**config.mk**
```make
export PLATFORM = sky130hd
export DESIGN_NAME = tgc_rotate
export DESIGN_NICKNAME = d
export VERILOG_FILES = /design/src/hdl/tgc_pkg.sv /design/src/hdl/tgc_rotate.sv
export SDC_FILE = /design/constraint.sdc
export NUM_CORES = 1
export LEC_CHECK = 0
export BUFFER_PORTS_ARGS = -buffer_cell sky130_fd_sc_hd__buf_2
export CAP_MARGIN = 30
export CORE_ASPECT_RATIO = 0.75
export CORE_MARGIN = 2
export CORE_UTILIZATION = 54
export DETAILED_ROUTE_END_ITERATION = 12
export PLACE_DENSITY = 0.9
export SYNTH_ARGS = -nofsm -noshare
export SYNTH_HDL_FRONTEND = slang
export SYNTH_SLANG_ARGS = --single-unit
```
**constraint.sdc**
```tcl
create_clock -name vclk -period 13.3
set_input_delay 2.66 -clock vclk [all_inputs]
set_output_delay 2.66 -clock vclk [all_outputs]
set_load 0.02 [all_outputs]
```
**src/hdl/tgc_pkg.sv**
```systemverilog
// Package for the touch gesture classifier: field widths, codes, zone constants
// and the display-dimension helpers shared by the interfaces and the modules.
// Depends on nothing.
package tgc_pkg;

    // Fixed widths of the payload and configuration fields.
    localparam int RAW_BITS   = 12;
    localparam int DIM_BITS   = 13;
    localparam int ROT_BITS   = 2;
    localparam int THR_BITS   = 12;
    localparam int DEB_BITS   = 24;
    localparam int FC_BITS    = 4;
    localparam int EV_BITS    = 3;
    localparam int CIDX_BITS  = 3;
    localparam int CDATA_BITS = 24;

    // Reset values of the configuration registers.
    localparam logic [DIM_BITS-1:0] RST_WIDTH    = DIM_BITS'(360);
    localparam logic [DIM_BITS-1:0] RST_HEIGHT   = DIM_BITS'(360);
    localparam logic [THR_BITS-1:0] RST_SWIPE    = THR_BITS'(80);
    localparam logic [THR_BITS-1:0] RST_TAP_MOVE = THR_BITS'(30);
    localparam logic [DEB_BITS-1:0] RST_DEBOUNCE = DEB_BITS'(250000);

    // Screen zones for tap actions.
    localparam int MUTE_ZONE_Y   = 56;
    localparam int MUTE_ZONE_W   = 104;
    localparam int BOTTOM_ZONE_H = 80;

    // Mask that picks the finger count out of the status nibble.
    localparam logic [FC_BITS-1:0] FINGER_MASK = 4'hF;

    // Reciprocal of three: floor(n * 43691 / 2^17) equals n / 3 for n below 2^17.
    localparam int unsigned THIRD_RECIP = 43691;
    localparam int          THIRD_SHIFT = 17;

    typedef enum logic [EV_BITS-1:0] {
        EV_NONE,
        EV_SWIPE_NEXT,
        EV_SWIPE_PREV,
        EV_WAKE,
        EV_VOL_DOWN,
        EV_VOL_UP,
        EV_MUTE
    } t_event;

    typedef enum logic [CIDX_BITS-1:0] {
        CFG_WIDTH,
        CFG_HEIGHT,
        CFG_ROTATION,
        CFG_SWIPE_THR,
        CFG_TAP_MOVE,
        CFG_TAP_DEBOUNCE
    } t_cfg_idx;

    typedef enum logic [ROT_BITS-1:0] {
        ROT_0,
        ROT_90,
        ROT_180,
        ROT_270
    } t_rot;

    // Display dimensions and the values derived from them at configuration time.
    typedef struct packed {
        logic [DIM_BITS-1:0] w;
        logic [DIM_BITS-1:0] h;
        logic [DIM_BITS-1:0] mx;
        logic [DIM_BITS-1:0] my;
        logic [DIM_BITS-1:0] w_third;
        logic [DIM_BITS-1:0] w_two_thirds;
    } t_dims;

    // A dimension of zero is treated as one pixel.
    function automatic logic [DIM_BITS-1:0] eff_dim(input logic [DIM_BITS-1:0] raw);
        return (raw == '0) ? DIM_BITS'(1) : raw;
    endfunction

    // Division by three through a reciprocal multiply.
    function automatic logic [DIM_BITS-1:0] third_of(input logic [DIM_BITS:0] n);
        logic [DIM_BITS+17:0] p;
        p = (DIM_BITS+18)'(n) * (DIM_BITS+18)'(THIRD_RECIP);
        return DIM_BITS'(p >> THIRD_SHIFT);
    endfunction

endpackage

```
**src/hdl/tgc_rotate.sv**
```systemverilog
// Rotates a raw panel point by the configured angle and clamps it to the display.
// Depends on tgc_pkg.
module tgc_rotate import tgc_pkg::*; #(
    parameter int COORD_BITS = 12
) (
    input  logic [RAW_BITS-1:0]   i_raw_x,
    input  logic [RAW_BITS-1:0]   i_raw_y,
    input  t_rot                  i_rot,
    input  t_dims                 i_dims,
    output logic [COORD_BITS-1:0] o_px,
    output logic [COORD_BITS-1:0] o_py
);
    // Signed work width covers the display limits, the coordinate cap and a sign.
    localparam int SW = ((DIM_BITS > COORD_BITS) ? DIM_BITS : COORD_BITS) + 2;

    logic signed [SW-1:0] rxs, rys, smx, smy, cmask, hix, hiy, px, py, cx, cy;

    always_comb begin
        rxs   = signed'(SW'(i_raw_x));
        rys   = signed'(SW'(i_raw_y));
        smx   = signed'(SW'(i_dims.mx));
        smy   = signed'(SW'(i_dims.my));
        cmask = signed'(SW'({COORD_BITS{1'b1}}));

        // Rotate about the display corners.
        case (i_rot)
            ROT_90: begin
                px = rys;
                py = smx - rxs;
            end
            ROT_180: begin
                px = smx - rxs;
                py = smy - rys;
            end
            ROT_270: begin
                px = smy - rys;
                py = rxs;
            end
            default: begin
                px = rxs;
                py = rys;
            end
        endcase

        // Upper limits are the display edge, capped at the coordinate range.
        hix = (smx > cmask) ? cmask : smx;
        hiy = (smy > cmask) ? cmask : smy;

        cx = (px > hix) ? hix : px;
        if (cx < 0) begin
            cx = '0;
        end
        cy = (py > hiy) ? hiy : py;
        if (cy < 0) begin
            cy = '0;
        end

        o_px = cx[COORD_BITS-1:0];
        o_py = cy[COORD_BITS-1:0];
    end

endmodule

```
Word level (Yosys, flattened, before mapping)

Cells that the tools add are included.
Widths: inputs -> output; s select.

$lt $le $gt $ge: 6
Eq/ne operators: 3
Shifts and indexed selects: 0
Reduce and logical (&&, ||, !) cells: 0
Bitwise operators: 0
Multiplexer cells: 8
Div/mod/pow operators: 0
Add/sub/neg operators: 2
Multipliers: 0

Operator list:

| cell                 | count |
|---|---|
| $pmux 15 s3          | 2 |
| $gt 15x14->1         | 2 |
| $lt 15x1->1 const B  | 2 |
| $mux 15              | 2 |
| $sub 13x12->14       | 2 |
| $gt 13x12->1 const B | 2 |
| $mux 13              | 2 |
| $mux 12              | 2 |
| $eq 2x2->1 const B   | 2 |
| $eq 2x1->1 const B   | 1 |

Logic and storage cells: 19
Memories: 0
Input bits: 104
Output and inout port bits: 24
Latch bits: 0
Register bits after elaboration: 0
ROM bits: 0
Bits in writable memories: 0

Logic depth before layout (Yosys ltp)

Word-level depth: 6
Depth in mapped cells: 19
Depth with buffers taken out: 19

Least setup slack after synthesis

No wires, ideal clock.

Path type: input -> output
Start point: input i_dims[26] (netlist name)
End point: output o_px[10]
Data arrival time: 6730 ps
Data required time: 10640 ps
Buffers on the path: 1
Path slack: 3910 ps
Cell stages on the path: 19
Cell sequence: inv_1 -> ha_1 -> inv_1 -> fa_1 -> a211oi_1 -> o21bai_1 -> a31o_2 -> a21oi_1 -> xnor2_1 -> mux4_2 -> ha_1 -> a21o_1 -> a21o_1 -> a21oi_1 -> nor2b_1 -> o41ai_2 -> clkbuf_1 -> nor3_1 -> a211oi_1

Longest elaborated chain between the ends: 6

Ends and longest elaborated chain:

| what               | line             | text |
|---|---|---|
| start: declaration | tgc_rotate.sv:9  | `input t_dims i_dims,` |
| $sub 13x12->14 (*) | tgc_rotate.sv:36 | `px = smy - rys;` |
| $pmux 15 s3 (*)    | tgc_rotate.sv:26 | `case (i_rot)` |
| $gt 15x14->1       | tgc_rotate.sv:49 | `cx = (px > hix) ? hix : px;` |
| $mux 15 (*)        | tgc_rotate.sv:49 |  |
| $lt 15x1->1        | tgc_rotate.sv:50 | `if (cx < 0) begin` |
| $mux 12 (*)        | tgc_rotate.sv:50 |  |
| end: declaration   | tgc_rotate.sv:10 | `output logic [COORD_BITS-1:0] o_px,` |

Mark *: on every way between the ends. The rest lies on a longest branch, timed or not.

Worst setup path after layout

Start point: input i_dims[26] (netlist name)
End point: output o_px[9]

Same word-level chain as after synthesis.

==> results by stage <==
Status:
- The run finished with clean final reports.

Global routing:
- The global-route layer with the greatest usage is met2.
- The first global-routing pass estimated 13.0 mm of wire.
- For this run, the total global-route usage over all layers was measured as 27.0%.
- The met3 usage is less than 1%.
- The met1 global-route usage is between 30% and 40%.
- The pin count of the biggest net entering global routing is 37.
- The number of global-route vias before repair is 3013.
- For met2 alone, demand over resource in global routing was 47.0%.
- The number of antenna violations at the first check in global routing came to 0.
- The leftover overflow at the end of global routing is 0.

Hold path:
- The worst hold path belongs to the class in2out.
- The worst hold path passes through 4 cells.
- The worst hold path terminates at o_px[5].
- The start point of the worst hold path is i_dims[44].

Job:
- The number of max-cap violations is 0.

Timing:
- Derived from the worst setup path, the maximum achievable clock frequency is 98.9 MHz.
- The number of setup violations in the final report is 0.
- Setup repair after global routing left no endpoint under its margin.
- The number of slew-limit violations in the final report is 0.
- The final hold violation count came to 0.
- The final period demand of the worst path is 10110 ps.
- The worst max-slew margin expressed relative to the limit is 26.4%.
- The pin slew with the least headroom to its limit is 1100 ps.
- After layout, the worst path uses 76.0% of the clock period.
- For the final routed database, the setup TNS stands at 0 ps.

Setup path:
- In this run the worst path has a maximum fanout of 23.
- The type of origin of the critical path is a primary input.
- The stage delay of the slowest cell on the critical path is between 800 and 900 ps.
- The signal on the critical path passes through buf_2 > inv_1 > ha_1 > inv_1 > fa_1 > a211oi_1 > o21bai_1 > a31o_2 > a21oi_1 > xnor2_1 > mux4_2 > ha_1 > a21o_1 > a21o_1 > a21oi_1 > nor2b_1 > o41ai_4 > mux2_4 > nor2b_4 > buf_2.
- The critical path is of the in2out type.
- The data arrival time of the worst path is ~7500 ps.
- The required time of the worst setup path is 10640 ps.
- The worst setup path is captured at an output pin.
- The dominant delay contributor by cell family on the critical path is compound AO/OA/AOI/OAI gates.
- The number of buffers and inverters on the critical path is 4.
- Counting buffers and inverters, the worst setup path is 20 cells deep.
- The largest individual stage delay along the critical path comes from the cell sky130_fd_sc_hd__o41ai_4.

Logic synthesis:
- Synthesis instantiated 56 different standard cells from the library.
- A synthesized cell averages 6.98 sq um.
- After synthesis, the cell types taking the most area are sky130_fd_sc_hd__ha_1, sky130_fd_sc_hd__mux4_2, sky130_fd_sc_hd__nor2_1.
- The largest area contributor in the netlist is sky130_fd_sc_hd__ha_1.
- sky130_fd_sc_hd__ha_1 is the most common cell in the netlist.
- The number of warnings printed during yosys synthesis is 0.
- In the synthesized netlist, the cells that appear most often are sky130_fd_sc_hd__ha_1, sky130_fd_sc_hd__nor2_1, sky130_fd_sc_hd__inv_1.
- The share of synthesized area occupied by flip-flops and latches is 0%.
- The cell area after synthesis is 2840 sq um.
- The area share of the largest cell type after synthesis is 22.0%.
- The synthesized netlist cell count is 407.

Finish:
- The number of nets at the end of the flow is 624.
- The count of filler cells inserted in the layout is 450.
- After the flow finishes, the layout carries non-filler instances totaling 538.
- Across the whole layout, storage elements account for 0 sq um.
- The final-layout clock buffer total is 0.
- The number of antenna diodes in the final layout is 0.
- There are 0 flip-flops and latches.
- The area added between synthesis and finish is 14.8%.
- The share of cells above drive strength 1 is 21.7%.

Placed design:
- Including well taps, the total number of placed cells is 538.
- The count of port buffers added during placement is 76.
- After legalization and detailed placement, the total HPWL measured roughly 6.7 mm.
- The congestion estimate from routability-driven global placement came to 0.954.

Power:
- For this design the static power due to leakage is 1.65 nW.
- The power density over the cells is 64.8 nW/um^2.
- The largest voltage drop on the vdd net is 0.0000427 V.

Detailed routing:
- The count of nets left with antenna violations once routing finished came out at 0.
- The post-detailed-routing wire length is 7.88 mm.
- In this run, the number of DRC markers left after iteration 0 of detailed routing was between 200 and 250.
- The final route contains 3288 vias.
- After detailed routing, the number of vias per cell comes to 6.11.
- The first-pass iteration count of the detailed router is 4.
- In the final routed layout, each cell accounts on average for 14.6 um.
- After detailed routing, the number of remaining DRC violations is 0.

Floorplan:
- The horizontal extent of the die is 87.7 um.
- The region available for standard cell placement spans 4980 sq um.
- For this configuration, the core starts out at a cell density of a little under three fifths.
- The die outline height is 66.8 um.
- During I/O placement, the number of pins put on the boundary was 128.
- The number of standard-cell rows in the floorplan is 22.
- The area of the die is 5860 sq um.

Clock tree:
- The number of buffers added for setup after CTS is 0.
- The hold buffer count at cts is 0.
- After clock tree synthesis, the repair step resized 0 gates.
## stage by stage
step / util (%) / total power [mW] / setup WS, ps / hold slack (ps) / area [sq um]
final: 65.4 / 0.211 / 3190 / 5760 / 3260
after global routing: 65.4 / 0.233 / 2860 / 5810 / 3260
after CTS: 65.4 / 0.210 / 3230 / 5780 / 3260
after detailed placement: 65.4 / 0.208 / 3250 / 5770 / 3260
after global placement: 65.3 / 0.201 / 3340 / 5770 / 3250
after floorplan: - / 0.153 / 3910 / 5590 / 2840
## cells by family after synthesis
family	after synthesis	share of synthesized area [%]
AND/OR/NAND/NOR	141	24.2
AO/OA/AOI/OAI	124	29.6
buffers and inverters	55	7.32
adder cells (fa/ha/maj)	52	23.4
XOR/XNOR	18	5.55
multiplexers	16	9.83
other	1	0.132
## tightest hold or removal path: stages
cell,delay (ps)
sky130_fd_sc_hd__buf_2,100
sky130_fd_sc_hd__nor3_1,50
sky130_fd_sc_hd__nor3_1,110
sky130_fd_sc_hd__buf_2,180
## worst max-delay path by stage
stage | endpoint | start
final | o_px[9] | i_dims[26]
after global routing | o_px[9] | i_dims[26]
after CTS | o_px[9] | i_dims[26]
after detailed placement | o_px[9] | i_dims[26]
after global placement | o_px[9] | i_dims[26]
after floorplan | o_px[10] | i_dims[26]
## metal layers
layer	wire length, um	part of all wire (%)
met1	3680	47
met2	3630	46
met3	382	4.8
met4	186	2.4
met5	0	0
## report_power, final
group	internal (mW)	switching, mW
logic	0.0881	0.123
clock network	0	0
registers	0	0
## cell type report
type	count	area [sq um]	area share [%]
inverter	36	135	4.15
multi-input combinational	353	2650	81.2
tap	72	90.1	2.76
timing repair buffer	77	388	11.9
## placed cells by master, fill, tap and decap left out, types with 2 or more instances in the layout
cell type / count
sky130_fd_sc_hd__buf_2: 76
sky130_fd_sc_hd__ha_1: 50
sky130_fd_sc_hd__nor2_1: 49
sky130_fd_sc_hd__inv_1: 34
sky130_fd_sc_hd__a21oi_1: 27
sky130_fd_sc_hd__o21ai_0: 23
sky130_fd_sc_hd__nor3_1: 23
sky130_fd_sc_hd__nand2_1: 21
sky130_fd_sc_hd__a211oi_1: 19
sky130_fd_sc_hd__a21o_1: 15
sky130_fd_sc_hd__nor2b_1: 13
sky130_fd_sc_hd__xnor2_1: 10
sky130_fd_sc_hd__mux4_2: 9
sky130_fd_sc_hd__xor2_1: 8
sky130_fd_sc_hd__or2_2: 7
sky130_fd_sc_hd__and2_1: 6
sky130_fd_sc_hd__o21a_1: 5
sky130_fd_sc_hd__mux2i_1: 5
sky130_fd_sc_hd__nand4_1: 5
sky130_fd_sc_hd__nand3_1: 5
sky130_fd_sc_hd__a31oi_1: 4
sky130_fd_sc_hd__and3_1: 4
sky130_fd_sc_hd__o22ai_1: 4
sky130_fd_sc_hd__o31ai_1: 3
sky130_fd_sc_hd__o221ai_1: 3
sky130_fd_sc_hd__o31a_1: 2
sky130_fd_sc_hd__or3_1: 2
sky130_fd_sc_hd__o2111ai_1: 2
sky130_fd_sc_hd__o21bai_1: 2
sky130_fd_sc_hd__o211a_1: 2
sky130_fd_sc_hd__o211ai_1: 2
sky130_fd_sc_hd__fa_1: 2
sky130_fd_sc_hd__conb_1: 2
(Power assumes the default switching activity.)
