[src/hdl/tgc_pkg.sv]
// Package for the touch gesture classifier: field widths, codes, zone constants
// and the display-dimension helpers shared by the interfaces and the modules.
// Depends on nothing.
package tgc_pkg;

    // Fixed widths of the payload and configuration fields.
    localparam int RAW_BITS   = 12;
    localparam int DIM_BITS   = 13;
    localparam int ROT_BITS   = 2;
    localparam int THR_BITS   = 12;
    localparam int DEB_BITS   = 24;
    localparam int FC_BITS    = 4;
    localparam int EV_BITS    = 3;
    localparam int CIDX_BITS  = 3;
    localparam int CDATA_BITS = 24;

    // Reset values of the configuration registers.
    localparam logic [DIM_BITS-1:0] RST_WIDTH    = DIM_BITS'(360);
    localparam logic [DIM_BITS-1:0] RST_HEIGHT   = DIM_BITS'(360);
    localparam logic [THR_BITS-1:0] RST_SWIPE    = THR_BITS'(80);
    localparam logic [THR_BITS-1:0] RST_TAP_MOVE = THR_BITS'(30);
    localparam logic [DEB_BITS-1:0] RST_DEBOUNCE = DEB_BITS'(250000);

    // Screen zones for tap actions.
    localparam int MUTE_ZONE_Y   = 56;
    localparam int MUTE_ZONE_W   = 104;
    localparam int BOTTOM_ZONE_H = 80;

    // Mask that picks the finger count out of the status nibble.
    localparam logic [FC_BITS-1:0] FINGER_MASK = 4'hF;

    // Reciprocal of three: floor(n * 43691 / 2^17) equals n / 3 for n below 2^17.
    localparam int unsigned THIRD_RECIP = 43691;
    localparam int          THIRD_SHIFT = 17;

    typedef enum logic [EV_BITS-1:0] {
        EV_NONE,
        EV_SWIPE_NEXT,
        EV_SWIPE_PREV,
        EV_WAKE,
        EV_VOL_DOWN,
        EV_VOL_UP,
        EV_MUTE
    } t_event;

    typedef enum logic [CIDX_BITS-1:0] {
        CFG_WIDTH,
        CFG_HEIGHT,
        CFG_ROTATION,
        CFG_SWIPE_THR,
        CFG_TAP_MOVE,
        CFG_TAP_DEBOUNCE
    } t_cfg_idx;

    typedef enum logic [ROT_BITS-1:0] {
        ROT_0,
        ROT_90,
        ROT_180,
        ROT_270
    } t_rot;

    // Display dimensions and the values derived from them at configuration time.
    typedef struct packed {
        logic [DIM_BITS-1:0] w;
        logic [DIM_BITS-1:0] h;
        logic [DIM_BITS-1:0] mx;
        logic [DIM_BITS-1:0] my;
        logic [DIM_BITS-1:0] w_third;
        logic [DIM_BITS-1:0] w_two_thirds;
    } t_dims;

    // A dimension of zero is treated as one pixel.
    function automatic logic [DIM_BITS-1:0] eff_dim(input logic [DIM_BITS-1:0] raw);
        return (raw == '0) ? DIM_BITS'(1) : raw;
    endfunction

    // Division by three through a reciprocal multiply.
    function automatic logic [DIM_BITS-1:0] third_of(input logic [DIM_BITS:0] n);
        logic [DIM_BITS+17:0] p;
        p = (DIM_BITS+18)'(n) * (DIM_BITS+18)'(THIRD_RECIP);
        return DIM_BITS'(p >> THIRD_SHIFT);
    endfunction

endpackage

[src/hdl/tgc_release.sv]
// Classifies a finished touch as a swipe, a debounced tap with its zone action,
// or nothing. Depends on tgc_pkg.
module tgc_release import tgc_pkg::*; #(
    parameter int COORD_BITS = 12,
    parameter int TIME_BITS  = 48
) (
    input  logic [COORD_BITS-1:0] i_start_x,
    input  logic [COORD_BITS-1:0] i_start_y,
    input  logic [COORD_BITS-1:0] i_last_x,
    input  logic [COORD_BITS-1:0] i_last_y,
    input  logic [TIME_BITS-1:0]  i_now,
    input  logic [TIME_BITS-1:0]  i_last_tap,
    input  logic                  i_wake,
    input  t_dims                 i_dims,
    input  logic [THR_BITS-1:0]   i_swipe_thr,
    input  logic [THR_BITS-1:0]   i_tap_move,
    input  logic [DEB_BITS-1:0]   i_debounce,
    output t_event                o_event,
    output logic                  o_tap_taken
);
    localparam int MW = ((COORD_BITS + 2) > THR_BITS) ? (COORD_BITS + 2) : THR_BITS;
    localparam int ZW = ((DIM_BITS > COORD_BITS) ? DIM_BITS : COORD_BITS) + 2;

    logic signed [COORD_BITS:0] dx, dy;
    logic [MW-1:0]              ax, ay, thr, tmv;
    logic [TIME_BITS-1:0]       dt;
    logic                       swipe, tap;
    logic signed [ZW-1:0]       xs, ys, ws, hs, w3, w23;
    t_event                     zone;

    // Travel from start to last point.
    always_comb begin
        dx  = signed'({1'b0, i_last_x}) - signed'({1'b0, i_start_x});
        dy  = signed'({1'b0, i_last_y}) - signed'({1'b0, i_start_y});
        ax  = dx[COORD_BITS] ? MW'(-dx) : MW'(dx);
        ay  = dy[COORD_BITS] ? MW'(-dy) : MW'(dy);
        thr = MW'(i_swipe_thr);
        tmv = MW'(i_tap_move);
        dt  = i_now - i_last_tap;

        swipe = (ax >= thr) && (ax > (ay << 1));
        tap   = (ax <= tmv) && (ay <= tmv) && (dt >= TIME_BITS'(i_debounce));
    end

    // Zone action, chosen from the start point.
    always_comb begin
        xs  = signed'(ZW'(i_start_x));
        ys  = signed'(ZW'(i_start_y));
        ws  = signed'(ZW'(i_dims.w));
        hs  = signed'(ZW'(i_dims.h));
        w3  = signed'(ZW'(i_dims.w_third));
        w23 = signed'(ZW'(i_dims.w_two_thirds));

        if (i_wake) begin
            zone = EV_WAKE;
        end else if ((ys <= ZW'(MUTE_ZONE_Y)) && (xs >= ws - ZW'(MUTE_ZONE_W))) begin
            zone = EV_MUTE;
        end else if (ys < hs - ZW'(BOTTOM_ZONE_H)) begin
            zone = EV_NONE;
        end else if (xs < w3) begin
            zone = EV_VOL_DOWN;
        end else if (xs >= w23) begin
            zone = EV_VOL_UP;
        end else begin
            zone = EV_MUTE;
        end
    end

    // A swipe takes precedence over a tap.
    always_comb begin
        o_tap_taken = 1'b0;
        if (swipe) begin
            o_event = dx[COORD_BITS] ? EV_SWIPE_NEXT : EV_SWIPE_PREV;
        end else if (tap) begin
            o_event     = zone;
            o_tap_taken = 1'b1;
        end else begin
            o_event = EV_NONE;
        end
    end

endmodule

[config.mk]
export PLATFORM = sky130hd
export DESIGN_NAME = tgc_release
export DESIGN_NICKNAME = d
export VERILOG_FILES = /design/src/hdl/tgc_pkg.sv /design/src/hdl/tgc_release.sv
export SDC_FILE = /design/constraint.sdc
export NUM_CORES = 1
export LEC_CHECK = 0
export ABC_CLOCK_PERIOD_IN_PS = 4400
export BUFFER_PORTS_ARGS = -buffer_cell sky130_fd_sc_hd__clkbuf_2
export CAP_MARGIN = 40
export CORE_ASPECT_RATIO = 0.9
export CORE_MARGIN = 3
export CORE_UTILIZATION = 50
export DETAILED_ROUTE_END_ITERATION = 6
export PLACE_DENSITY = 0.82
export SETUP_SLACK_MARGIN = 0.15
export SLEW_MARGIN = 15
export SYNTH_ARGS = -nofsm -noshare
export SYNTH_HDL_FRONTEND = slang
export SYNTH_SLANG_ARGS = --single-unit
[constraint.sdc]
create_clock -name vclk -period 4.4
set_input_delay 0.44 -clock vclk [all_inputs]
set_output_delay 0.44 -clock vclk [all_outputs]
set_load 0.02 [all_outputs]
* Word-level counts from Yosys, hierarchy flattened
Index checks and enable logic that the tools add are counted.
** Word-level totals
- Memories kept :: 0
- Flip-flop bits (word level) :: 0
- Word-level logic and storage cells :: 33
- Bits in latches :: 0
- Output and inout port bits :: 4
- Bits of input ports :: 271
- RAM bits :: 0
- Memory bits (read-only) :: 0
** Operators by class
- Divide/modulo/power cells :: 0
- Reduce and logical (&&, ||, !) cells :: 4
- Eq/ne operators :: 0
- Shift-type cells :: 0
- Muxes and demuxes :: 12
- Magnitude comparators :: 10
- $add $sub $neg :: 7
- Bitwise logic cells :: 0
- $mul :: 0
** Operators by type and width (count)
- greater-or-equal comparator 48 x 24 -> 1 bit :: 1
- subtractor 48 bit :: 1
- <= comparator 14 x 12 -> 1 bit :: 2
- two-way mux 14 bit :: 2
- negation 13 -> 14 bit :: 2
- subtractor 13 x 7 -> 14 bit (second input constant) :: 2
- subtractor 12 x 12 -> 13 bit :: 2
- two-way mux 3 bit :: 5
- greater-or-equal comparator 13 x 14 -> 1 bit :: 1
- greater-or-equal comparator 14 x 12 -> 1 bit :: 1
- > comparator 14 bit :: 1
- < comparator 13 x 14 -> 1 bit :: 1
- greater-or-equal comparator 12 x 13 -> 1 bit :: 1
- < comparator 12 x 13 -> 1 bit :: 1
- <= comparator 12 x 6 -> 1 bit (second input constant) :: 1
- two-way mux 2 bit :: 3
- logical AND 1 bit :: 4
- two-way mux 1 bit :: 2

* Depth between registers and ports, before layout
Gate-level depths: netlist of the first run.
- Word-level depth :: 8
- Gate-level depth with buffers :: 24
- Gate-level depth less buffers :: 24

* Worst setup path after synthesis of the first run
Ideal clock, no wire load.
- Path type :: in2out
- From :: input i_last_x[0]
- To :: output o_event[2]
- Data required time :: 3.960 ns
- Data arrival time :: 4.726 ns
- Cell stages on the path :: 24
- Path buffers :: 1
- Setup slack :: -0.766 ns
- Cell sequence :: inv_1 ha_1 fa_1 nor2b_4 o31ai_1 a21oi_1 nor2_1 nor2_1 o21ai_0 a21oi_1 buf_6 nand2_1 o21a_1 ha_1 nor2b_1 o21a_1 o21a_1 o211ai_1 a21oi_1 a2111oi_0 o22ai_1 nor2_1 nand3_1 nor4_1
** Between the ends
- Cells in the longest elaborated chain, start to end :: 8
- Elaborated cells between the ends (all ways) :: 11
- Those cells by class :: add/sub (2); order compare (3); mux (3); reduce/logical (3)
** RTL lines
- from (decl) :: line tgc_release.sv:9 : input logic [COORD_BITS-1:0] i_last_x,
- subtractor 12 x 12 -> 13 bit * :: line tgc_release.sv:33 : dx = signed'({1'b0, i_last_x}) - signed'({1'b0, i_start_x});
- negation 13 -> 14 bit :: line tgc_release.sv:35 : ax = dx[COORD_BITS] ? MW'(-dx) : MW'(dx);
- two-way mux 14 bit * :: line tgc_release.sv:35
- <= comparator 14 x 12 -> 1 bit :: line tgc_release.sv:42 : tap = (ax <= tmv) && (ay <= tmv) && (dt >= TIME_BITS'(i_debounce));
- logical AND 1 bit (2 in a row) :: line tgc_release.sv:42
- two-way mux 3 bit :: line tgc_release.sv:74 : end else if (tap) begin
- two-way mux 3 bit * :: line tgc_release.sv:72 : if (swipe) begin
- to (decl) :: line tgc_release.sv:18 : output t_event o_event,
Every way passes the cells marked *; elsewhere a longest branch is shown, timed or not.

* Worst setup path after layout of the first run
- From :: input i_start_x[2]
- To :: output o_event[2]
** Between the ends
- Cells in the longest elaborated chain, start to end :: 8
- Elaborated cells between the ends (all ways) :: 15
- Those cells by class :: add/sub (2); order compare (4); mux (5); reduce/logical (4)
** RTL lines
- from (decl) :: line tgc_release.sv:7 : input logic [COORD_BITS-1:0] i_start_x,
- subtractor 12 x 12 -> 13 bit :: line tgc_release.sv:33
- negation 13 -> 14 bit :: line tgc_release.sv:35
- two-way mux 14 bit :: line tgc_release.sv:35
- <= comparator 14 x 12 -> 1 bit :: line tgc_release.sv:42
- logical AND 1 bit (2 in a row) :: line tgc_release.sv:42
- two-way mux 3 bit :: line tgc_release.sv:74
- two-way mux 3 bit * :: line tgc_release.sv:72
Marks and branches as above.

==> results of run 1 <==
==> final timing paths <==
path | to | depth (start not counted)
hold / removal | o_event[2] | 3
setup / recovery | o_event[2] | 24
==> metal layers <==
layer  GRT usage, %  share of wire, %
met4           12.2               7.2
met5              0                 0
met2           59.5                47
met3           2.86               8.7
met1           39.5                37
==> cells by family after synthesis <==
kind of cell               synth area share [%]
other                                    0.0430
muxes                                     0.717
AOI/OAI and AO/OA                          30.4
adders and majority gates                  28.5
and+or+nand+nor                            23.4
xor gates and xnor gates                   7.13
buffers and inverters                      9.78
==> cell usage after synthesis, types with 5 or more instances <==
master	instances	share of area [%]
o211ai_1	16	1.4
ha_1	194	28
nand2b_1	15	1.1
o2111ai_1	8	0.80
xnor2_1	39	3.9
clkbuf_1	11	0.47
a21o_1	39	3.4
clkbuf_2	5	0.29
o21bai_1	7	0.60
a2111oi_0	6	0.60
nand4_1	31	2.2
xor2_1	32	3.2
o21ai_0	69	4.0
nor2_1	104	4.5
or2_2	5	0.36
a31oi_1	12	0.86
nor2b_1	23	1.6
nand3_1	23	1.3
nand2_1	89	3.8
and3_1	10	0.72
nor3_1	35	2.0
o31ai_1	7	0.60
and2_1	6	0.43
and4_1	5	0.50
nor4_1	16	1.1
a21oi_1	117	6.7
a211oi_1	17	1.5
a21boi_0	5	0.43
a211o_1	5	0.50
buf_2	8	0.46
o21a_1	34	2.9
o21ai_1	8	0.46
inv_1	190	8.2
==> layout make-up <==
| type | count | area share (%) |
|---|---|---|
| Inverter | 190 | 5.56 |
| Multi-Input combinational cell | 1070 | 65.6 |
| Tap cell | 235 | 2.24 |
| Timing Repair Buffer | 535 | 26.6 |
==> per-stage QoR <==
stage | TNS, ns | setup WS, ns | util (%)
floorplan | -1.26 | -0.365 | -
global placement | -2.96 | -0.765 | 71.0
detailed placement | -3.69 | -0.971 | 71.0
CTS | -2.78 | -0.732 | 74.1
global route | -4.71 | -1.24 | 77.3
finish | -4.17 | -1.07 | 77.3
==> power breakdown <==
| part | leakage, nW | switching [mW] | internal [mW] |
|---|---|---|---|
| combinational | 6.94 | 1.51 | 1.39 |
| clock | 0 | 0 | 0 |
| sequential | 0 | 0 | 0 |
==> critical path, cell delays in order <==
cell	delay [ns]
clkbuf_2	0.14
inv_1	0.07
ha_1	0.34
nor2b_4	0.17
o31ai_4	0.22
a21oi_2	0.11
nor2_2	0.16
nor2_2	0.07
o21ai_2	0.17
a21oi_2	0.10
buf_6	0.15
nor2b_1	0.25
xor2_2	0.29
buf_4	0.18
ha_1	0.26
o21a_1	0.16
o211ai_1	0.30
a21oi_2	0.14
a2111oi_4	0.37
o22ai_2	0.12
nor2_2	0.17
nand3_4	0.16
nor4_4	0.30
buf_4	0.18
==> timing repair <==
| item | 4_1_cts | 5_1_grt |
|---|---|---|
| cloned | 0 | 0 |
| setup buffers | 30 | 19 |
| pin swaps | 45 | 40 |
| endpoints found under the setup margin | 4 | 4 |
| gates resized for setup | 58 | 80 |
==> run summary, run 1 <==
The flow ran to the end, but the final reports show violations. The final reports fail on design-rule violations, negative setup slack. Buffers placed on the I/O ports in this run total 249. For the top-level I/O count, the log shows 275. For this run the aggregate overflow at the end of global routing stands at 0. The type of element launching the critical path is a primary input. For the DRC marker count from the first detailed-route iteration, the log shows 1166. The tools report the static leakage as 6.94 nW.

The hold violation total from the final report came out at 0. The post-layout instance area was 0.0131 mm^2; the die width was 145 um. The tools report the start point of the worst hold path as i_wake. The setup slack of the critical path after layout was -1.07 ns; the total global routing track utilization was 32.6%. The tool flagged a number of max-cap violations equal to 0. Counting the clock-network buffers in the layout gives 0. Setup repair after global routing could not meet its margin everywhere. The average routed wire per standard cell is 18.7 um, and the remaining number of nets flagged by the antenna check after routing is 0. The pre-antenna-repair detailed-routing pass consisted of 7 iterations. In this run the cell area measured after placement is 0.0121 mm^2. The run gives 51.3% as the initial core utilization.

In the layout the commonest cells are 280 x buf_4, 241 x clkbuf_2, 183 x inv_1. The floorplan has 45 rows. Along the worst path, the maximum fanout reaches 6. Final hold analysis gives a worst-case slack of 1.23 ns. The count of placed standard cells including taps is 1981, and the area added between synthesis and finish is 50.6%.

Synthesis produced a netlist whose cell count is 1287. The run gives 183 MHz as the fmax. The tools report the diode insertion count for antenna repair as 0. The routed wire length is 37900 um, and the final weighted congestion in routability-driven placement is 1.05. For the worst setup path, the data arrival time is 5.03 ns.

The core region is 0.0170 mm^2. In the final layout, flip-flops and latches occupy 0 um^2. Hold repair after CTS inserted 0 buffers. The die covers 0.0191 mm^2. Entering global routing, the biggest net connects 13 pins. The startpoint of the worst setup timing path was i_start_x[2]. The run gives 0 as the synthesis warning total. For the post-synthesis cell area, the log shows 0.00872 mm^2. The final period demand of the worst path was 5.47 ns; the maximum vdd ir drop was 132 uV. STA classifies the critical path endpoint as an output port. The placed wire-length estimate is 27200 um, and the via count normalized by instance count is 6.11. The average instance in the mapped netlist occupies 6.78 um^2. At the pin with the least slew margin, the transition time is 0.908 ns. The wire length of the first global-routing pass is 53900 um. The number of filler instances in the final layout is 1171. The chip height was 131 um. The final number of max-transition violations was 0; the share of layout cells above drive strength 1 was 37.9%. The logs give 2265 for the total number of nets in the final design and 0.00861 mm^2 for the area of the multi-input gates. The tools report the number of antenna violations at the first check in global routing as 0. STA puts the critical path data required time at 3.96 ns.

The worst min-delay path category was primary input to output port. Setup violations remaining at the end of the flow were counted as 4. After layout, the design draws a total of 2.90 mW. The tools report the flip-flop and latch count as 0.

Yosys mapped the design onto 91 distinct sky130hd cell types. The via total after detailed routing was 12402. Sequential elements use 0% of the synthesized area. The number of remaining DRC errors was 1; the via count of the first global-routing pass was 11671.

Of the available clock period, the critical path in the final layout requires 124%. The commonest non-fill, non-tap cell in the layout was buf_4. In this run the tightest slew margin relative to its limit is 39.3%. The power density over cell area was 220 mW/mm^2.

For this run, the number of standard cells in the final layout without fillers is 2030. The net count after synthesis is 1755. The category of the critical setup timing path was primary input to output port.
No activity file was read; power rests on OpenSTA's default activity.
==> inputs of run 2 (changes only) <==
--- a/config.mk
+++ b/config.mk
@@ -5,14 +5,15 @@
 export SDC_FILE = /design/constraint.sdc
 export NUM_CORES = 1
 export LEC_CHECK = 0
-export ABC_CLOCK_PERIOD_IN_PS = 4400
+export ABC_CLOCK_PERIOD_IN_PS = 6500
 export BUFFER_PORTS_ARGS = -buffer_cell sky130_fd_sc_hd__clkbuf_2
 export CAP_MARGIN = 40
 export CORE_ASPECT_RATIO = 0.9
 export CORE_MARGIN = 3
-export CORE_UTILIZATION = 50
+export CORE_UTILIZATION = 59
 export DETAILED_ROUTE_END_ITERATION = 6
-export PLACE_DENSITY = 0.82
+export GPL_TIMING_DRIVEN = 0
+export PLACE_DENSITY = 0.91
 export SETUP_SLACK_MARGIN = 0.15
 export SLEW_MARGIN = 15
 export SYNTH_ARGS = -nofsm -noshare
==> constraint.sdc (replaced) <==
create_clock -name vclk -period 6.5
set_input_delay 0.65 -clock vclk [all_inputs]
set_output_delay 0.65 -clock vclk [all_outputs]
set_load 0.02 [all_outputs]
==> run 2 against run 1 <==
Against the previous run: the flow finishes with violations (design-rule violations); hold slack better by 0.43 ns; sequential share of layout area stayed put; global-route usage is 0.49 points lower; via count is 15% lower; cell count is 15% lower; utilization is 4.7 points lower; clock-buffer cell count stayed put; flip-flop and latch count stayed put; final area is 21% lower; wire length is 27% lower; total power is 56% lower; critical path depth is 1 higher.
==> run summary, run 2 (synthesis results as in run 1) <==
The count of placed standard cells including taps is 1730 (was 1981), and the routed wire length is 27800 um (was 37900 um). The chip height was 121 um (was 131 um). The category of the critical setup timing path is primary input to output port (unchanged). The static leakage was 5.51 nW (was 6.94 nW). The run gives 0.00798 mm^2 (was 0.00861 mm^2) as the area of the multi-input gates. The via count of the first global-routing pass was 9719 (was 11671).

The worst path in the final design needs a cycle of 6.30 ns, including I/O delays and setup. The worst min-delay path category is primary input to output port (unchanged). The run gives 2009 (was 2265) as the total number of nets in the final design. Violated checks: design-rule violations (was design-rule violations, negative setup slack). The run gives 5.85 ns (was 3.96 ns) as the data required time of the worst path. Most frequent cells in the layout: 252 x clkbuf_2, 194 x ha_1, 190 x inv_1 (was 280 x buf_4, 241 x clkbuf_2, 183 x inv_1). The final weighted congestion in routability-driven placement was 1.02 (was 1.05); the count of input and output buffers was 249 (unchanged). The flip-flop and latch count was 0 (unchanged).

The via count normalized by instance count is 6.08 (was 6.11). The power density over cell area was 124 mW/mm^2 (was 220 mW/mm^2); the diode insertion count for antenna repair was 0 (unchanged). The share of the cycle needed by the critical path after routing was 96.9%; the die footprint was 0.0163 mm^2 (was 0.0191 mm^2).

The startpoint of the worst setup timing path was i_now[0] (was i_start_x[2]). The post-layout instance area is 0.0103 mm^2 (was 0.0131 mm^2), and the cell count along the critical path is 25 (was 24). The placed wire-length estimate came out at 24500 um (was 27200 um). The final count of negative-setup-slack endpoints is 0 (was 4), and the worst-margin pin slew is 0.823 ns (was 0.908 ns). The relative max-transition margin is 44.5% (was 39.3%), and the share of layout cells above drive strength 1 is 20.9% (was 37.9%). The area taken by flip-flops and latches was 0 um^2 (unchanged); the remaining number of nets flagged by the antenna check after routing was 0 (unchanged).

The maximum fanout along the worst path is 5 (was 6), and the final number of max-transition violations is 0 (unchanged). For the number of clock buffer instances in the layout, the log shows 0 (unchanged). For the critical path arrival, the log shows 5.65 ns (was 5.03 ns). For the via total after detailed routing, the log shows 10526 (was 12402). Setup repair after global routing left no endpoint under its margin. The type of element launching the critical path was a primary input (unchanged).

For the number of filler instances in the final layout, the log shows 1178 (was 1171). For the number of optimization iterations in the first detailed-route pass, the log shows 7 (unchanged). The initial core utilization was 61.2% (was 51.3%); the wire length of the first global-routing pass was 44200 um (was 53900 um). The critical-path cell with the highest stage delay was a222oi_1 (was a2111oi_4). The cell class contributing the biggest share of worst-path delay is simple AND/OR/NAND/NOR gates (was compound AO/OA/AOI/OAI gates).

The area added between synthesis and finish is 18.6% (was 50.6%). For the DRC marker count from the first detailed-route iteration, the log shows 868 (was 1166). The core outline area was 0.0143 mm^2 (was 0.0170 mm^2); the total grt overflow was 0 (unchanged). The tools report the total global routing track utilization as 32.1% (was 32.6%).

The number of remaining DRC errors was 1 (unchanged). The placed cell area was 0.0102 mm^2 (was 0.0121 mm^2). The end of the critical path was o_event[0] (was o_event[2]). The longest individual stage delay on the worst path works out to 0.42 ns (was 0.37 ns). The maximum vdd ir drop was 63.2 uV (was 132 uV).

The commonest non-fill, non-tap cell in the layout was clkbuf_2 (was buf_4). The top-level I/O count was 275 (unchanged). For this run, the top clock speed supported by timing is 159 MHz. The combined buffer and inverter count along the critical path is 6 (was 5), and the final instance count without filler cells is 1732 (was 2030).

The number of max-capacitance violations reported was 0 (unchanged); the average routed wire per standard cell was 16.1 um (was 18.7 um). The total number of placement rows is 41 (was 45). Sort of element at the end of the critical path: an output port (unchanged).

The largest net degree at the start of global routing is 11 (was 13). The die width came out at 134 um (was 145 um). The tools report the number of antenna violations at the first check in global routing as 1 (was 0). For the hold violation total from the final report, the log shows 0 (unchanged). The count of hold buffers inserted by post-cts repair came out at 0 (unchanged).

The flow ran to the end, but the final reports show violations.
-- run 2: metal layers --
metal	vias up	share of wire (%)	GRT usage, %
met1	4739	43	43.5
met4	2	2.4	7.70
met3	62	11	5.47
met5	-	0.050	0
met2	554	44	53.1
li1	5169	-	-
-- run 2: tightest hold or removal path: cells and delay by family --
kind                   cells  cell delay (ns)
buffers and inverters      2             0.29
and+or+nand+nor            1             0.06
-- run 2: stage by stage --
step | power, mW | util [%] | hold WS (ns) | setup WS, ns | TNS, ns
global route | 1.42 | 72.5 | 1.67 | 0.100 | 0
CTS | 1.22 | 71.7 | 1.65 | 0.302 | 0
floorplan | 0.872 | - | 1.39 | 0.914 | 0
detailed placement | 1.21 | 71.6 | 1.65 | -0.158 | -0.412
global placement | 1.16 | 71.6 | 1.66 | -0.172 | -0.402
finish | 1.28 | 72.5 | 1.66 | 0.201 | 0
-- run 2: power breakdown --
part | total [mW] | switching, mW | internal [mW]
Combinational | 1.28 | 0.740 | 0.537
Sequential | 0 | 0 | 0
Clock | 0 | 0 | 0
-- run 2: layout make-up --
type,instances,share of cell area [%]
plain buffers,27,1.37
well taps,193,2.34
multi-input cells,1070,77.1
inverters,190,6.90
repair buffers,252,12.3
-- run 2: how the worst min path moves through the flow --
stage | cells past startpoint | start | slack [ns] | end
after floorplan | 1 | i_wake | 1.39 | o_event[2]
after global placement | 3 | i_wake | 1.66 | o_event[2]
after detailed placement | 3 | i_wake | 1.65 | o_event[2]
after CTS | 3 | i_wake | 1.65 | o_event[2]
after global routing | 3 | i_wake | 1.67 | o_event[2]
final | 3 | i_wake | 1.66 | o_event[2]
-- run 2: repair_timing --
item	CTS	global route
resized for setup	2	22
pin swaps	1	5
setup buffers	1	1
setup endpoints to repair	4	4
